## src/rtl/core/sct_pkg.sv

```systemverilog
// ============================================================================
// sct_pkg
// Shared types, constants and the sine table generator for the sine/cosine
// table with cubic interpolation.
// ============================================================================
package sct_pkg;

  // Phase: full turn is 2^24
  localparam int unsigned PHASE_WIDTH  = 24;
  localparam logic [PHASE_WIDTH-1:0] QUARTER_TURN = 24'h40_0000;

  // Defaults of the top-level parameters
  localparam int unsigned DEF_TABLE_SIZE    = 4096;
  localparam int unsigned DEF_FRACTION_BITS = 12;
  localparam int unsigned DEF_OUTPUT_BITS   = 16;

  // Datapath widths
  localparam int unsigned ROM_WIDTH   = 16;  // Q1.15 table entries
  localparam int unsigned COEF_WIDTH  = 20;  // doubled Catmull-Rom coefficients
  localparam int unsigned GUARD_BITS  = 16;
  localparam int unsigned T_WIDTH     = 37;  // Horner accumulator, |t| < 2^36
  localparam int unsigned T_LSB_BITS  = 32;  // accumulator LSB is 2^-32
  localparam int unsigned MUL_SPLIT   = 18;  // low slice of t per partial product

  // Table generator constants (Q30)
  localparam longint unsigned HALF_PI_Q30 = 64'd1686629713;
  localparam longint unsigned ONE_Q30     = 64'd1073741824;
  localparam int unsigned     SERIES_TERMS = 9;
  localparam longint unsigned COS_DIV [SERIES_TERMS] =
    '{64'd2, 64'd12, 64'd30, 64'd56, 64'd90, 64'd132, 64'd182, 64'd240, 64'd306};
  localparam longint unsigned SIN_DIV [SERIES_TERMS] =
    '{64'd6, 64'd20, 64'd42, 64'd72, 64'd110, 64'd156, 64'd210, 64'd272, 64'd342};

  // Stage enables of one Horner step
  typedef struct packed {
    logic mul;
    logic acc;
  } step_en_t;

  // Shift-subtract quotient, used only while building the table
  function automatic longint unsigned div_u64(input longint unsigned num,
                                              input longint unsigned den);
    longint unsigned quo;
    longint unsigned rem;
    quo = '0;
    rem = '0;
    for (int b = 63; b >= 0; b--) begin
      rem = {rem[62:0], num[b]};
      if (rem >= den) begin
        rem    = rem - den;
        quo[b] = 1'b1;
      end
    end
    return quo;
  endfunction

  // sin(2*pi*i/2^table_bits) in Q1.15, evaluated at elaboration
  function automatic logic [ROM_WIDTH-1:0] rom_entry(input int unsigned i,
                                                     input int unsigned table_bits);
    longint unsigned q;
    longint unsigned r;
    longint unsigned a;
    longint unsigned a2;
    longint unsigned term;
    longint unsigned m;
    longint          sum;
    q    = (longint'(i) << 2) >> table_bits;
    r    = (longint'(i) << 2) - (q << table_bits);
    a    = (HALF_PI_Q30 * r + (64'd1 << (table_bits - 1))) >> table_bits;
    a2   = (a * a) >> 30;
    term = q[0] ? ONE_Q30 : a;
    sum  = longint'(term);
    for (int k = 0; k < SERIES_TERMS; k++) begin
      term = div_u64((term * a2) >> 30, q[0] ? COS_DIV[k] : SIN_DIV[k]);
      if (k[0] == 1'b0) begin
        sum = sum - longint'(term);
      end else begin
        sum = sum + longint'(term);
      end
    end
    if (sum < 0) begin
      sum = 0;
    end
    m = (longint'(sum) + 64'd16384) >> 15;
    if (m > 64'd32767) begin
      m = 64'd32767;
    end
    return q[1] ? ROM_WIDTH'(-m) : ROM_WIDTH'(m);
  endfunction

endpackage

```

## src/rtl/core/sct_horner_step.sv

```systemverilog
// ============================================================================
// sct_horner_step
// One Horner step t' = floor(t*f / 2^FRACTION_BITS) + coef*2^16 over two
// stages: split partial products, then sum, scale and add.
// ============================================================================
module sct_horner_step import sct_pkg::*; #(
  parameter int unsigned FRACTION_BITS = DEF_FRACTION_BITS
) (
  input  logic                         clk_i,
  input  step_en_t                     en_i,
  input  logic signed [T_WIDTH-1:0]    t_i,
  input  logic [FRACTION_BITS-1:0]     frac_i,
  input  logic signed [COEF_WIDTH-1:0] coef_i,
  output logic signed [T_WIDTH-1:0]    t_o
);

  localparam int unsigned HI_W  = T_WIDTH - MUL_SPLIT;
  localparam int unsigned PH_W  = HI_W + FRACTION_BITS + 1;
  localparam int unsigned PL_W  = MUL_SPLIT + FRACTION_BITS;
  localparam int unsigned PW    = T_WIDTH + FRACTION_BITS + 1;

  logic signed [PH_W-1:0]    p_hi_d, p_hi_q;
  logic [PL_W-1:0]           p_lo_d, p_lo_q;
  logic signed [PW-1:0]      prod;
  logic signed [PW-1:0]      scaled;
  logic signed [T_WIDTH-1:0] t_d, t_q;

  assign p_hi_d = $signed(t_i[T_WIDTH-1:MUL_SPLIT]) * $signed({1'b0, frac_i});
  assign p_lo_d = t_i[MUL_SPLIT-1:0] * frac_i;

  assign prod   = (PW'(p_hi_q) <<< MUL_SPLIT) + $signed({{(PW-PL_W){1'b0}}, p_lo_q});
  assign scaled = prod >>> FRACTION_BITS;
  assign t_d    = $signed(scaled[T_WIDTH-1:0]) + (T_WIDTH'(coef_i) <<< GUARD_BITS);

  always_ff @(posedge clk_i) begin
    if (en_i.mul) begin
      p_hi_q <= p_hi_d;
      p_lo_q <= p_lo_d;
    end
    if (en_i.acc) begin
      t_q <= t_d;
    end
  end

  assign t_o = t_q;

endmodule

```

## config.mk

```make
export PLATFORM = sky130hd
export DESIGN_NAME = sct_horner_step
export DESIGN_NICKNAME = d
export VERILOG_FILES = /design/src/rtl/core/sct_pkg.sv /design/src/rtl/core/sct_horner_step.sv
export SDC_FILE = /design/constraint.sdc
export NUM_CORES = 1
export LEC_CHECK = 0
export ABC_AREA = 1
export BUFFER_PORTS_ARGS = -buffer_cell sky130_fd_sc_hd__buf_2
export CAP_MARGIN = 10
export CORE_MARGIN = 1.5
export CORE_UTILIZATION = 50
export DETAILED_ROUTE_END_ITERATION = 10
export MAX_ROUTING_LAYER = met4
export PLACE_DENSITY = 0.68
export SYNTH_ARGS = -nofsm -noshare
export SYNTH_HDL_FRONTEND = slang
export SYNTH_SLANG_ARGS = --single-unit
export TNS_END_PERCENT = 20
```

## constraint.sdc

```tcl
create_clock -name clk_i -period 7.2 [get_ports clk_i]
set_input_delay 1.44 -clock clk_i [delete_from_list [all_inputs] [get_ports clk_i]]
set_output_delay 1.44 -clock clk_i [all_outputs]
set_load 0.02 [all_outputs]
```

==> impl_metrics.csv, run 1 <==
group,metric,value,unit
setup_path,path_class,"primary input to flop",
cells_and_area,stdcell_count,3312,
cells_and_area,final-seq-area,0.002582,mm²
routing,avgViaCountPerCell,5.098,
synthesis,yosys.area_share.simple,19.01,%
die,core-area,0.04102,mm²
sta,fin_setup_tns,0,ns
die,ioPinCount,109,
setup_path,crit_family,"adder cells",
sta,setup_viol,0,
sta,max-slew-margin-rel,46.93,%
clocking,clk_latency,0.36,ns
setup_path,arrival,6.41,ns
routing,drtIter0Drc,982,
global_route,grt_max_degree,50,
sta,timing.final.crit_share,87.29,%
clocking,htree_levels,3,
cells_and_area,diodes,0,
sta,worstMarginPinSlew,0.7961,ns
cells_and_area,layout_common_cells,"787 x inv_1, 734 x nand2_1, 366 x fa_1",
cells_and_area,fillerInstances,3914,
global_route,grt_overflow,0,
synthesis,synth_top_area_share,35.07,%
cells_and_area,multi_input_area,0.01503,mm²
setup_path,cp.buffers_inverters,7,
placement,dp_hpwl,43490,µm
synthesis,ys_ff_latch,86,
setup_path,slowest_delay,0.73,ns
clocking,cts_root_buffer,"clkbuf_16",
sta,clock_skew,0.008243,ns
synthesis,ys_seq_area_share,12.36,%
hold_path,holdCritPathClass,"flop to flop",
status,outcome,"complete, but fails checks",
cells_and_area,final_common_cell,"inv_1",
synthesis,synth_top_area_cell,"fa_1",
die,row_count,74,
synthesis,netlist_instances,2722,
synthesis,yosys.area_share.xor_xnor,2.893,%
setup_path,critical_path.max_fanout,16,
sta,hold_viol_final,0,
die,start_util,50.94,%
status,violations,"design-rule violations",
synthesis,synthAdderAreaFrac,45.01,%
clocking,cts_sinks,86,
synthesis,synth_compound_area_share,5.025,%
routing,firstDrtPassIters,11,
clocking,path_clk_slew,0.07,ns
synthesis,syn_area,0.02089,mm²
synthesis,ys_top_cells_by_area,"fa_1 35%, inv_1 14%, nand2_1 13%",
routing,ant_nets,0,
die,die_h,207.4,µm
global_route,grt_usage,25.42,%
placement,place_ws,0.5419,ns
setup_path,cpMaxStageDelayCell,"fa_1",
clocking,cts_buffer_depth,2,
synthesis,synth_top_family_by_area,"adder cells",
global_route,grt_pass1_wl,86190,µm
setup_path,start_kind,"primary input",
routing,dr_total_vias,16890,
die,dieArea,0.04302,mm²
cells_and_area,final_nets,3379,
setup_path,end_kind,"flop",
setup_path,path_cells,"buf_2 -> nand2_1 -> fa_1 -> inv_1 -> fa_1 -> inv_1 -> fa_1 -> inv_1 -> fa_1 -> inv_1 -> fa_1 -> inv_1 -> ha_1 -> nand2_1 -> nor2_1 -> inv_1 -> nor3_1 -> nand3_1 -> nand4_1 -> nand2_1",
sta,maxSlewViolCount,0,
routing,finalWirelength,50510,µm
synthesis,avgSynthCellArea,7.675,µm²
clocking,cts_hold_buffers,0,
placement,io_buffers,108,
global_route,antenna_found_initial,0,
sta,fin_ws,0.9152,ns
placement,place_inst,3296,
synthesis,syn-num-nets,3326,
routing,wl_per_cell,15.25,µm
flow_run,drv_cap,0,
clocking,post-cts-setup-buffers,0,
routing,drc,10,
clocking,cts_resized,0,
cells_and_area,drive_gt1_share,6.079,%
synthesis,synth_warnings,0,
sta,rsz0062_at_grt,"false",
sta,min_period,6.285,ns
setup_path,crit_top_cell,"inv_1",
sta,max_freq,159.1,MHz
setup_path,worstPathRequired,7.32,ns
placement,gp_congestion,0.9243,
die,die_w,207.4,µm
global_route,grt_pass1_vias,17650,
synthesis,synth_mux_area_share,0,%
clocking,tritoncts,"built",
synthesis,synth.distinct_cells,37,
cells_and_area,syn_to_final_growth,6.492,%
clocking,cts_made_buffers,9,
-- cell usage after synthesis (all sizes together) --
cell    number
a21boi       5
a21o         8
a21oi       92
a31oi        4
and2         3
buf         21
clkbuf      64
edfxtp      86
fa         366
ha         166
inv        787
nand2      745
nand2b       3
nand3       75
nand3b       4
nand4       26
nor2        97
nor3        19
nor4         4
o21a         9
o21ai       53
o21bai      13
o22ai        1
or2          2
xnor2       20
xor2        49
-- sequential cells by signal, indices dropped and copies added (netlist names) --
| signal | flops |
|---|---|
| p_hi_q | 31 |
| p_lo_q | 18 |
| t_o | 37 |
-- cell families (layout without fill, tap and decap cells) --
family	after synthesis	in the layout
buf+inv	872	930
compound gates	185	185
fa+ha+maj	532	532
xor+xnor	69	69
flops	86	86
simple gates	978	978
-- area by class of cell --
type | count | area share, %
inverter | 787 | 13.28
tap | 532 | 2.992
multi-input combinational | 1764 | 67.55
clock inverter | 7 | 0.3205
clock buffer | 9 | 1.012
timing repair buffer | 127 | 3.239
sequential | 86 | 11.61
-- metal layers --
| metal | share of wire, % | routed length (µm) | GRT usage (%) | up-vias |
|---|---|---|---|---|
| met3 | 6.7 | 3360 | 2.496 | 51 |
| met5 | 0 | 0 | - | - |
| met2 | 44 | 22450 | 40.09 | 547 |
| met4 | 1.5 | 746 | 4.995 | 0 |
| met1 | 47 | 23960 | 35.93 | 8234 |
| li1 | - | - | - | 8054 |
-- per-stage QoR --
stage          hold slack (ns)  instance area, µm²  util (%)
5_1_grt                 0.4295               22250     54.24
3_5_place_dp            0.4056               21950     53.52
4_1_cts                 0.4210               22250     54.24
6_report                0.4186               22250     54.24
3_3_place_gp            0.4031               21950     53.52
2_1_floorplan           0.4003               20890         -
-- worst paths after layout --
| path | from | to | slack (ns) | depth (start not counted) |
|---|---|---|---|---|
| min | p_lo_q[13]$_DFFE_PP_ | t_o[1]$_DFFE_PP_ | 0.42 | 0 |
| max | frac_i[2] | p_hi_q[25]$_DFFE_PP_ | 0.92 | 20 |
| max reg2reg | p_lo_q[18]$_DFFE_PP_ | t_o[31]$_DFFE_PP_ | 3.71 | 19 |
| min reg2reg | p_lo_q[13]$_DFFE_PP_ | t_o[1]$_DFFE_PP_ | 0.42 | 0 |
Power of run 1 is left out: the tool's default activity adds up to more than one toggle a clock period on the data nets, which glitch-free logic cannot reach.
==> inputs of run 2 (changes only) <==
--- a/config.mk
+++ b/config.mk
@@ -6,13 +6,14 @@
 export NUM_CORES = 1
 export LEC_CHECK = 0
 export ABC_AREA = 1
-export BUFFER_PORTS_ARGS = -buffer_cell sky130_fd_sc_hd__buf_2
+export BUFFER_PORTS_ARGS = -buffer_cell sky130_fd_sc_hd__clkbuf_2
 export CAP_MARGIN = 10
-export CORE_MARGIN = 1.5
-export CORE_UTILIZATION = 50
+export CELL_PAD_IN_SITES_DETAIL_PLACEMENT = 1
+export CELL_PAD_IN_SITES_GLOBAL_PLACEMENT = 1
+export CORE_UTILIZATION = 48
 export DETAILED_ROUTE_END_ITERATION = 10
 export MAX_ROUTING_LAYER = met4
-export PLACE_DENSITY = 0.68
+export PLACE_DENSITY = 0.84
 export SYNTH_ARGS = -nofsm -noshare
 export SYNTH_HDL_FRONTEND = slang
 export SYNTH_SLANG_ARGS = --single-unit
==> impl_metrics.csv, run 2 (synthesis results as in run 1) <==
group,metric,value,unit
routing,firstDrtPassIters,5,
routing,ant_nets,0,
setup_path,arrival,6.65,ns
die,die_h,210.6,µm
setup_path,start_kind,"primary input",
routing,avgViaCountPerCell,5.217,
hold_path,hp-start,"p_lo_q[14]$_DFFE_PP_",
clocking,cts_resized,0,
setup_path,path_class,"primary input to flop",
cells_and_area,layout_common_cells,"787 x inv_1, 734 x nand2_1, 366 x fa_1",
setup_path,worstReg2RegStart,"p_lo_q[18]$_DFFE_PP_",
cells_and_area,utilization,51.84,%
hold_path,holdPathStages,0,
global_route,grt_pass1_wl,101000,µm
setup_path,critical_path.max_fanout,22,
global_route,met2_usage,50.19,%
setup_path,reg2reg_to,"t_o[31]$_DFFE_PP_",
die,die_w,210.6,µm
setup_path,slowest_delay,0.56,ns
die,dieArea,0.04437,mm²
global_route,busiest_layer,"met2",
clocking,post-cts-setup-buffers,0,
status,outcome,"finished clean",
setup_path,rrSetupSlack,3.56,ns
die,core-area,0.04298,mm²
clocking,cts_hold_buffers,0,
setup_path,rr_worst_depth,19,
clocking,cts_root_buffer,"clkbuf_16",
sta,maxSlewViolCount,0,
global_route,grt_overflow,0,
global_route,antenna_found_initial,1,
clocking,cts_buffer_depth,2,
flow_run,drv_cap,0,
placement,gp_congestion,0.9559,
clocking,tritoncts,"built",
sta,worstMarginPinSlew,0.9231,ns
routing,drtIter0Drc,1004,
global_route,grt_pass1_vias,20080,
die,ioPinCount,109,
clocking,cts_made_buffers,9,
sta,max-slew-margin-rel,38.46,%
cells_and_area,multi_input_area,0.01503,mm²
clocking,htree_levels,3,
placement,place_ws,0.3187,ns
global_route,grt_use_met1,37.90,%
clocking,path_clk_slew,0.07,ns
routing,dr_total_vias,17550,
clocking,clk_latency,0.36,ns
sta,timing.final.crit_share,90.67,%
setup_path,cpMaxStageDelayCell,"fa_1",
routing,finalWirelength,61550,µm
clocking,cts_sinks,86,
sta,min_period,6.528,ns
sta,clock_skew,0.01446,ns
setup_path,end_kind,"flop",
placement,dp_hpwl,52810,µm
die,start_util,48.61,%
setup_path,path_cells,"clkbuf_2 -> buf_4 -> nand2_1 -> inv_1 -> fa_1 -> inv_1 -> fa_1 -> inv_1 -> fa_1 -> fa_1 -> inv_1 -> fa_1 -> inv_1 -> ha_1 -> a21o_1 -> a21boi_0 -> a21oi_1 -> nor2_1 -> nand2_1 -> nand2_1 -> nand2_1",
sta,fin_ws,0.6718,ns
cells_and_area,drive_gt1_share,5.940,%
setup_path,cp.buffers_inverters,7,
global_route,grtUsageMet3,3.970,%
sta,hold_viol_final,0,
cells_and_area,largest_reg_flops,37,
sta,fin_setup_tns,0,ns
routing,wl_per_cell,18.30,µm
setup_path,worstPathRequired,7.32,ns
setup_path,crit_family,"adder cells",
hold_path,holdCritPathClass,"flop to flop",
sta,rsz0062_at_grt,"false",
sta,setup_viol,0,
cells_and_area,fillerInstances,5525,
cells_and_area,final-seq-area,0.002582,mm²
die,row_count,76,
cells_and_area,final_common_cell,"inv_1",
global_route,grt_max_degree,50,
routing,drc,0,
cells_and_area,syn_to_final_growth,6.641,%
hold_path,hold_path_end,"t_o[2]$_DFFE_PP_",
sta,max_freq,153.2,MHz
placement,io_buffers,108,
global_route,grt_usage,30.00,%
cells_and_area,final_nets,3378,
==> run 2: cell count changes in the layout (fill, tap and decap cells not counted), sizes merged <==
cell	delta
clkinv	+2
buf	-109
clkbuf	+108
clkinvlp	-1
inv	-2
diode	+1
==> run 2: final cells by class <==
class / instances / share of cell area, %
Antenna cell: 1 / 0.01123
Clock buffer: 9 / 1.011
Clock inverter: 6 / 0.2415
Inverter: 787 / 13.26
Multi-Input combinational cell: 1764 / 67.46
Sequential cell: 86 / 11.59
Tap cell: 585 / 3.285
Timing Repair Buffer: 126 / 3.145
==> run 2: worst register-to-register path, cell delays in order, from the launching register on <==
cell and delay, ns:
edfxtp_1 0.35, ha_1 0.19, inv_1 0.07, fa_1 0.41, o21ai_2 0.20, nand2_1 0.08
nand2_2 0.11, nand2_1 0.06, nand2_1 0.08, nand2_1 0.07, nand2_2 0.14, xor2_1 0.19
ha_1 0.32, a21oi_1 0.24, nand2_1 0.21, a21boi_2 0.29, o21ai_2 0.11, nand2_1 0.10
a21o_1 0.11, nand2_1 0.04
==> run 2: worst max-delay path by stage <==
| stage | startpoint | end | slack [ns] | cells past startpoint |
|---|---|---|---|---|
| finish | frac_i[3] | p_hi_q[29]$_DFFE_PP_ | 0.67 | 21 |
| global route | frac_i[3] | p_hi_q[29]$_DFFE_PP_ | 0.40 | 21 |
| CTS | frac_i[3] | p_hi_q[29]$_DFFE_PP_ | 0.70 | 21 |
| detailed placement | frac_i[3] | p_hi_q[29]$_DFFE_PP_ | 0.32 | 21 |
| global placement | frac_i[3] | p_hi_q[25]$_DFFE_PP_ | 0.50 | 21 |
| floorplan | frac_i[2] | p_hi_q[30]$_DFFE_PP_ | 0.81 | 24 |
==> run 2: metrics by stage <==
step / hold slack [ns] / area [µm²] / cells
2_1_floorplan: 0.4003 / 20890 / 2722
3_3_place_gp: 0.4085 / 22000 / 3348
3_5_place_dp: 0.4125 / 22000 / 3348
4_1_cts: 0.4314 / 22280 / 3363
5_1_grt: 0.4393 / 22280 / 3364
6_report: 0.4253 / 22280 / 3364
==> run 2: per-layer routing <==
metal	up-vias	routed length, µm
met1	8868	26790
met2	524	29940
met4	0	1455
met3	111	3372
met5	-	0
li1	8048	-
Power of run 2 is left out for the same reason.
==> inputs of run 3 (changes only) <==
--- a/config.mk
+++ b/config.mk
@@ -10,10 +10,11 @@
 export CAP_MARGIN = 10
 export CELL_PAD_IN_SITES_DETAIL_PLACEMENT = 1
 export CELL_PAD_IN_SITES_GLOBAL_PLACEMENT = 1
-export CORE_UTILIZATION = 48
+export CORE_MARGIN = 8
+export CORE_UTILIZATION = 50
 export DETAILED_ROUTE_END_ITERATION = 10
 export MAX_ROUTING_LAYER = met4
-export PLACE_DENSITY = 0.84
+export PLACE_DENSITY = 0.87
 export SYNTH_ARGS = -nofsm -noshare
 export SYNTH_HDL_FRONTEND = slang
 export SYNTH_SLANG_ARGS = --single-unit
==> constraint.sdc (replaced) <==
create_clock -name clk_i -period 7.84 [get_ports clk_i]
set_input_delay 1.568 -clock clk_i [delete_from_list [all_inputs] [get_ports clk_i]]
set_output_delay 1.568 -clock clk_i [all_outputs]
set_load 0.02 [all_outputs]
==> impl_metrics.csv, run 3 (synthesis results as in run 1) <==
group,metric,value,unit
status,outcome,"finished clean",
sta,min_period,6.971,ns
setup_path,cpMaxStageDelayCell,"fa_1",
cells_and_area,final-seq-area,0.002582,mm²
sta,worstMarginPinSlew,1.072,ns
clocking,cts_sinks,86,
die,die_w,220.4,µm
sta,max_freq,143.4,MHz
clocking,cts_root_buffer,"clkbuf_16",
setup_path,end_kind,"flop",
placement,io_buffers,108,
flow_run,drv_cap,0,
cells_and_area,layout_common_cells,"787 x inv_1, 734 x nand2_1, 366 x fa_1",
routing,finalWirelength,62910,µm
clocking,cts_hold_buffers,0,
setup_path,critical_path.max_fanout,20,
cells_and_area,multi_input_area,0.01503,mm²
die,start_util,50.26,%
sta,rsz0062_at_grt,"false",
routing,ant_nets,0,
die,ioPinCount,109,
sta,setup_viol,0,
global_route,grt_usage,27.82,%
sta,fin_setup_tns,0,ns
die,core-area,0.04157,mm²
sta,timing.final.crit_share,88.92,%
global_route,grt_pass1_wl,103400,µm
cells_and_area,drive_gt1_share,5.704,%
cells_and_area,final_area,0.02214,mm²
setup_path,crit_top_cell,"inv_1",
global_route,antenna_found_initial,1,
die,dieArea,0.04858,mm²
sta,clock_skew,0.008073,ns
clocking,tritoncts,"built",
setup_path,path_class,"primary input to flop",
setup_path,slowest_delay,0.75,ns
setup_path,arrival,7.06,ns
sta,maxSlewViolCount,0,
sta,max-slew-margin-rel,28.56,%
cells_and_area,final_common_cell,"inv_1",
clocking,clk_latency,0.35,ns
routing,firstDrtPassIters,5,
clocking,cts_made_buffers,9,
setup_path,worstPathRequired,7.93,ns
placement,dpl_cell_area,0.02185,mm²
setup_path,start_kind,"primary input",
clocking,htree_levels,3,
global_route,grt_max_degree,50,
setup_path,path_cells,"clkbuf_2 -> nand2_1 -> fa_1 -> inv_1 -> fa_1 -> inv_1 -> fa_1 -> inv_1 -> fa_1 -> inv_1 -> fa_1 -> inv_1 -> ha_1 -> nand2_1 -> nor2_1 -> inv_1 -> nor3_1 -> nand3_1 -> nand4_1 -> nand2_1",
cells_and_area,final_nets,3369,
clocking,cts_buffer_depth,2,
sta,hold_viol_final,0,
cells_and_area,syn_to_final_growth,5.989,%
placement,dp_hpwl,54340,µm
global_route,grt_overflow,0,
hold_path,holdCritPathClass,"flop to flop",
clocking,cts_resized,0,
placement,gp_congestion,0.9235,
die,row_count,75,
cells_and_area,largest_reg_flops,37,
routing,wl_per_cell,19.01,µm
clocking,path_clk_slew,0.06,ns
die,die_h,220.4,µm
routing,drtIter0Drc,1090,
routing,avgViaCountPerCell,5.305,
clocking,post-cts-setup-buffers,0,
routing,drc,0,
routing,dr_total_vias,17560,
global_route,grt_pass1_vias,20440,
cells_and_area,fillerInstances,5311,
-- run 3: metrics by stage --
| stage | std cells | utilization [%] | hold WS [ns] | setup WS, ns |
|---|---|---|---|---|
| floorplan | 2722 | - | 0.4003 | 1.319 |
| global placement | 3293 | 52.56 | 0.4032 | 0.8724 |
| detailed placement | 3293 | 52.56 | 0.4089 | 0.5083 |
| CTS | 3309 | 53.26 | 0.4238 | 0.9052 |
| global route | 3310 | 53.27 | 0.4338 | 0.6758 |
| finish | 3310 | 53.27 | 0.4227 | 0.8685 |
-- run 3: worst paths after layout --
| check | start | endpoint | slack, ns | cells after the start |
|---|---|---|---|---|
| worst max register to register | p_hi_q[0]$_DFFE_PP_ | t_o[31]$_DFFE_PP_ | 4.16 | 19 |
| worst max-delay path | frac_i[1] | p_hi_q[25]$_DFFE_PP_ | 0.87 | 20 |
| worst min-delay path | p_lo_q[13]$_DFFE_PP_ | t_o[1]$_DFFE_PP_ | 0.42 | 0 |
| worst min register to register | p_lo_q[13]$_DFFE_PP_ | t_o[1]$_DFFE_PP_ | 0.42 | 0 |
-- run 3: area by class of cell --
class | instances | share of cell area (%)
inverter | 787 | 13.34
clock buffer | 11 | 1.051
timing repair buffer | 117 | 2.746
antenna | 1 | 0.01130
tap | 539 | 3.046
sequential | 86 | 11.66
multi-input combinational | 1764 | 67.87
clock inverter | 5 | 0.2712
-- run 3: critical path, delay by kind of cell --
| family | cells | cell delay (ns) |
|---|---|---|
| and+or+nand+nor | 7 | 1.20 |
| adders and majority gates | 6 | 3.35 |
| buffers and inverters | 7 | 0.95 |
-- run 3: layer usage --
metal / routed length (µm) / track usage (%) / vias to the layer above
li1: - / - / 8026
met1: 26560 / 33.92 / 8928
met2: 31490 / 48.32 / 491
met3: 3304 / 3.185 / 113
met4: 1555 / 8.259 / 0
met5: 0 / - / -
Power of run 3 is left out for the same reason.
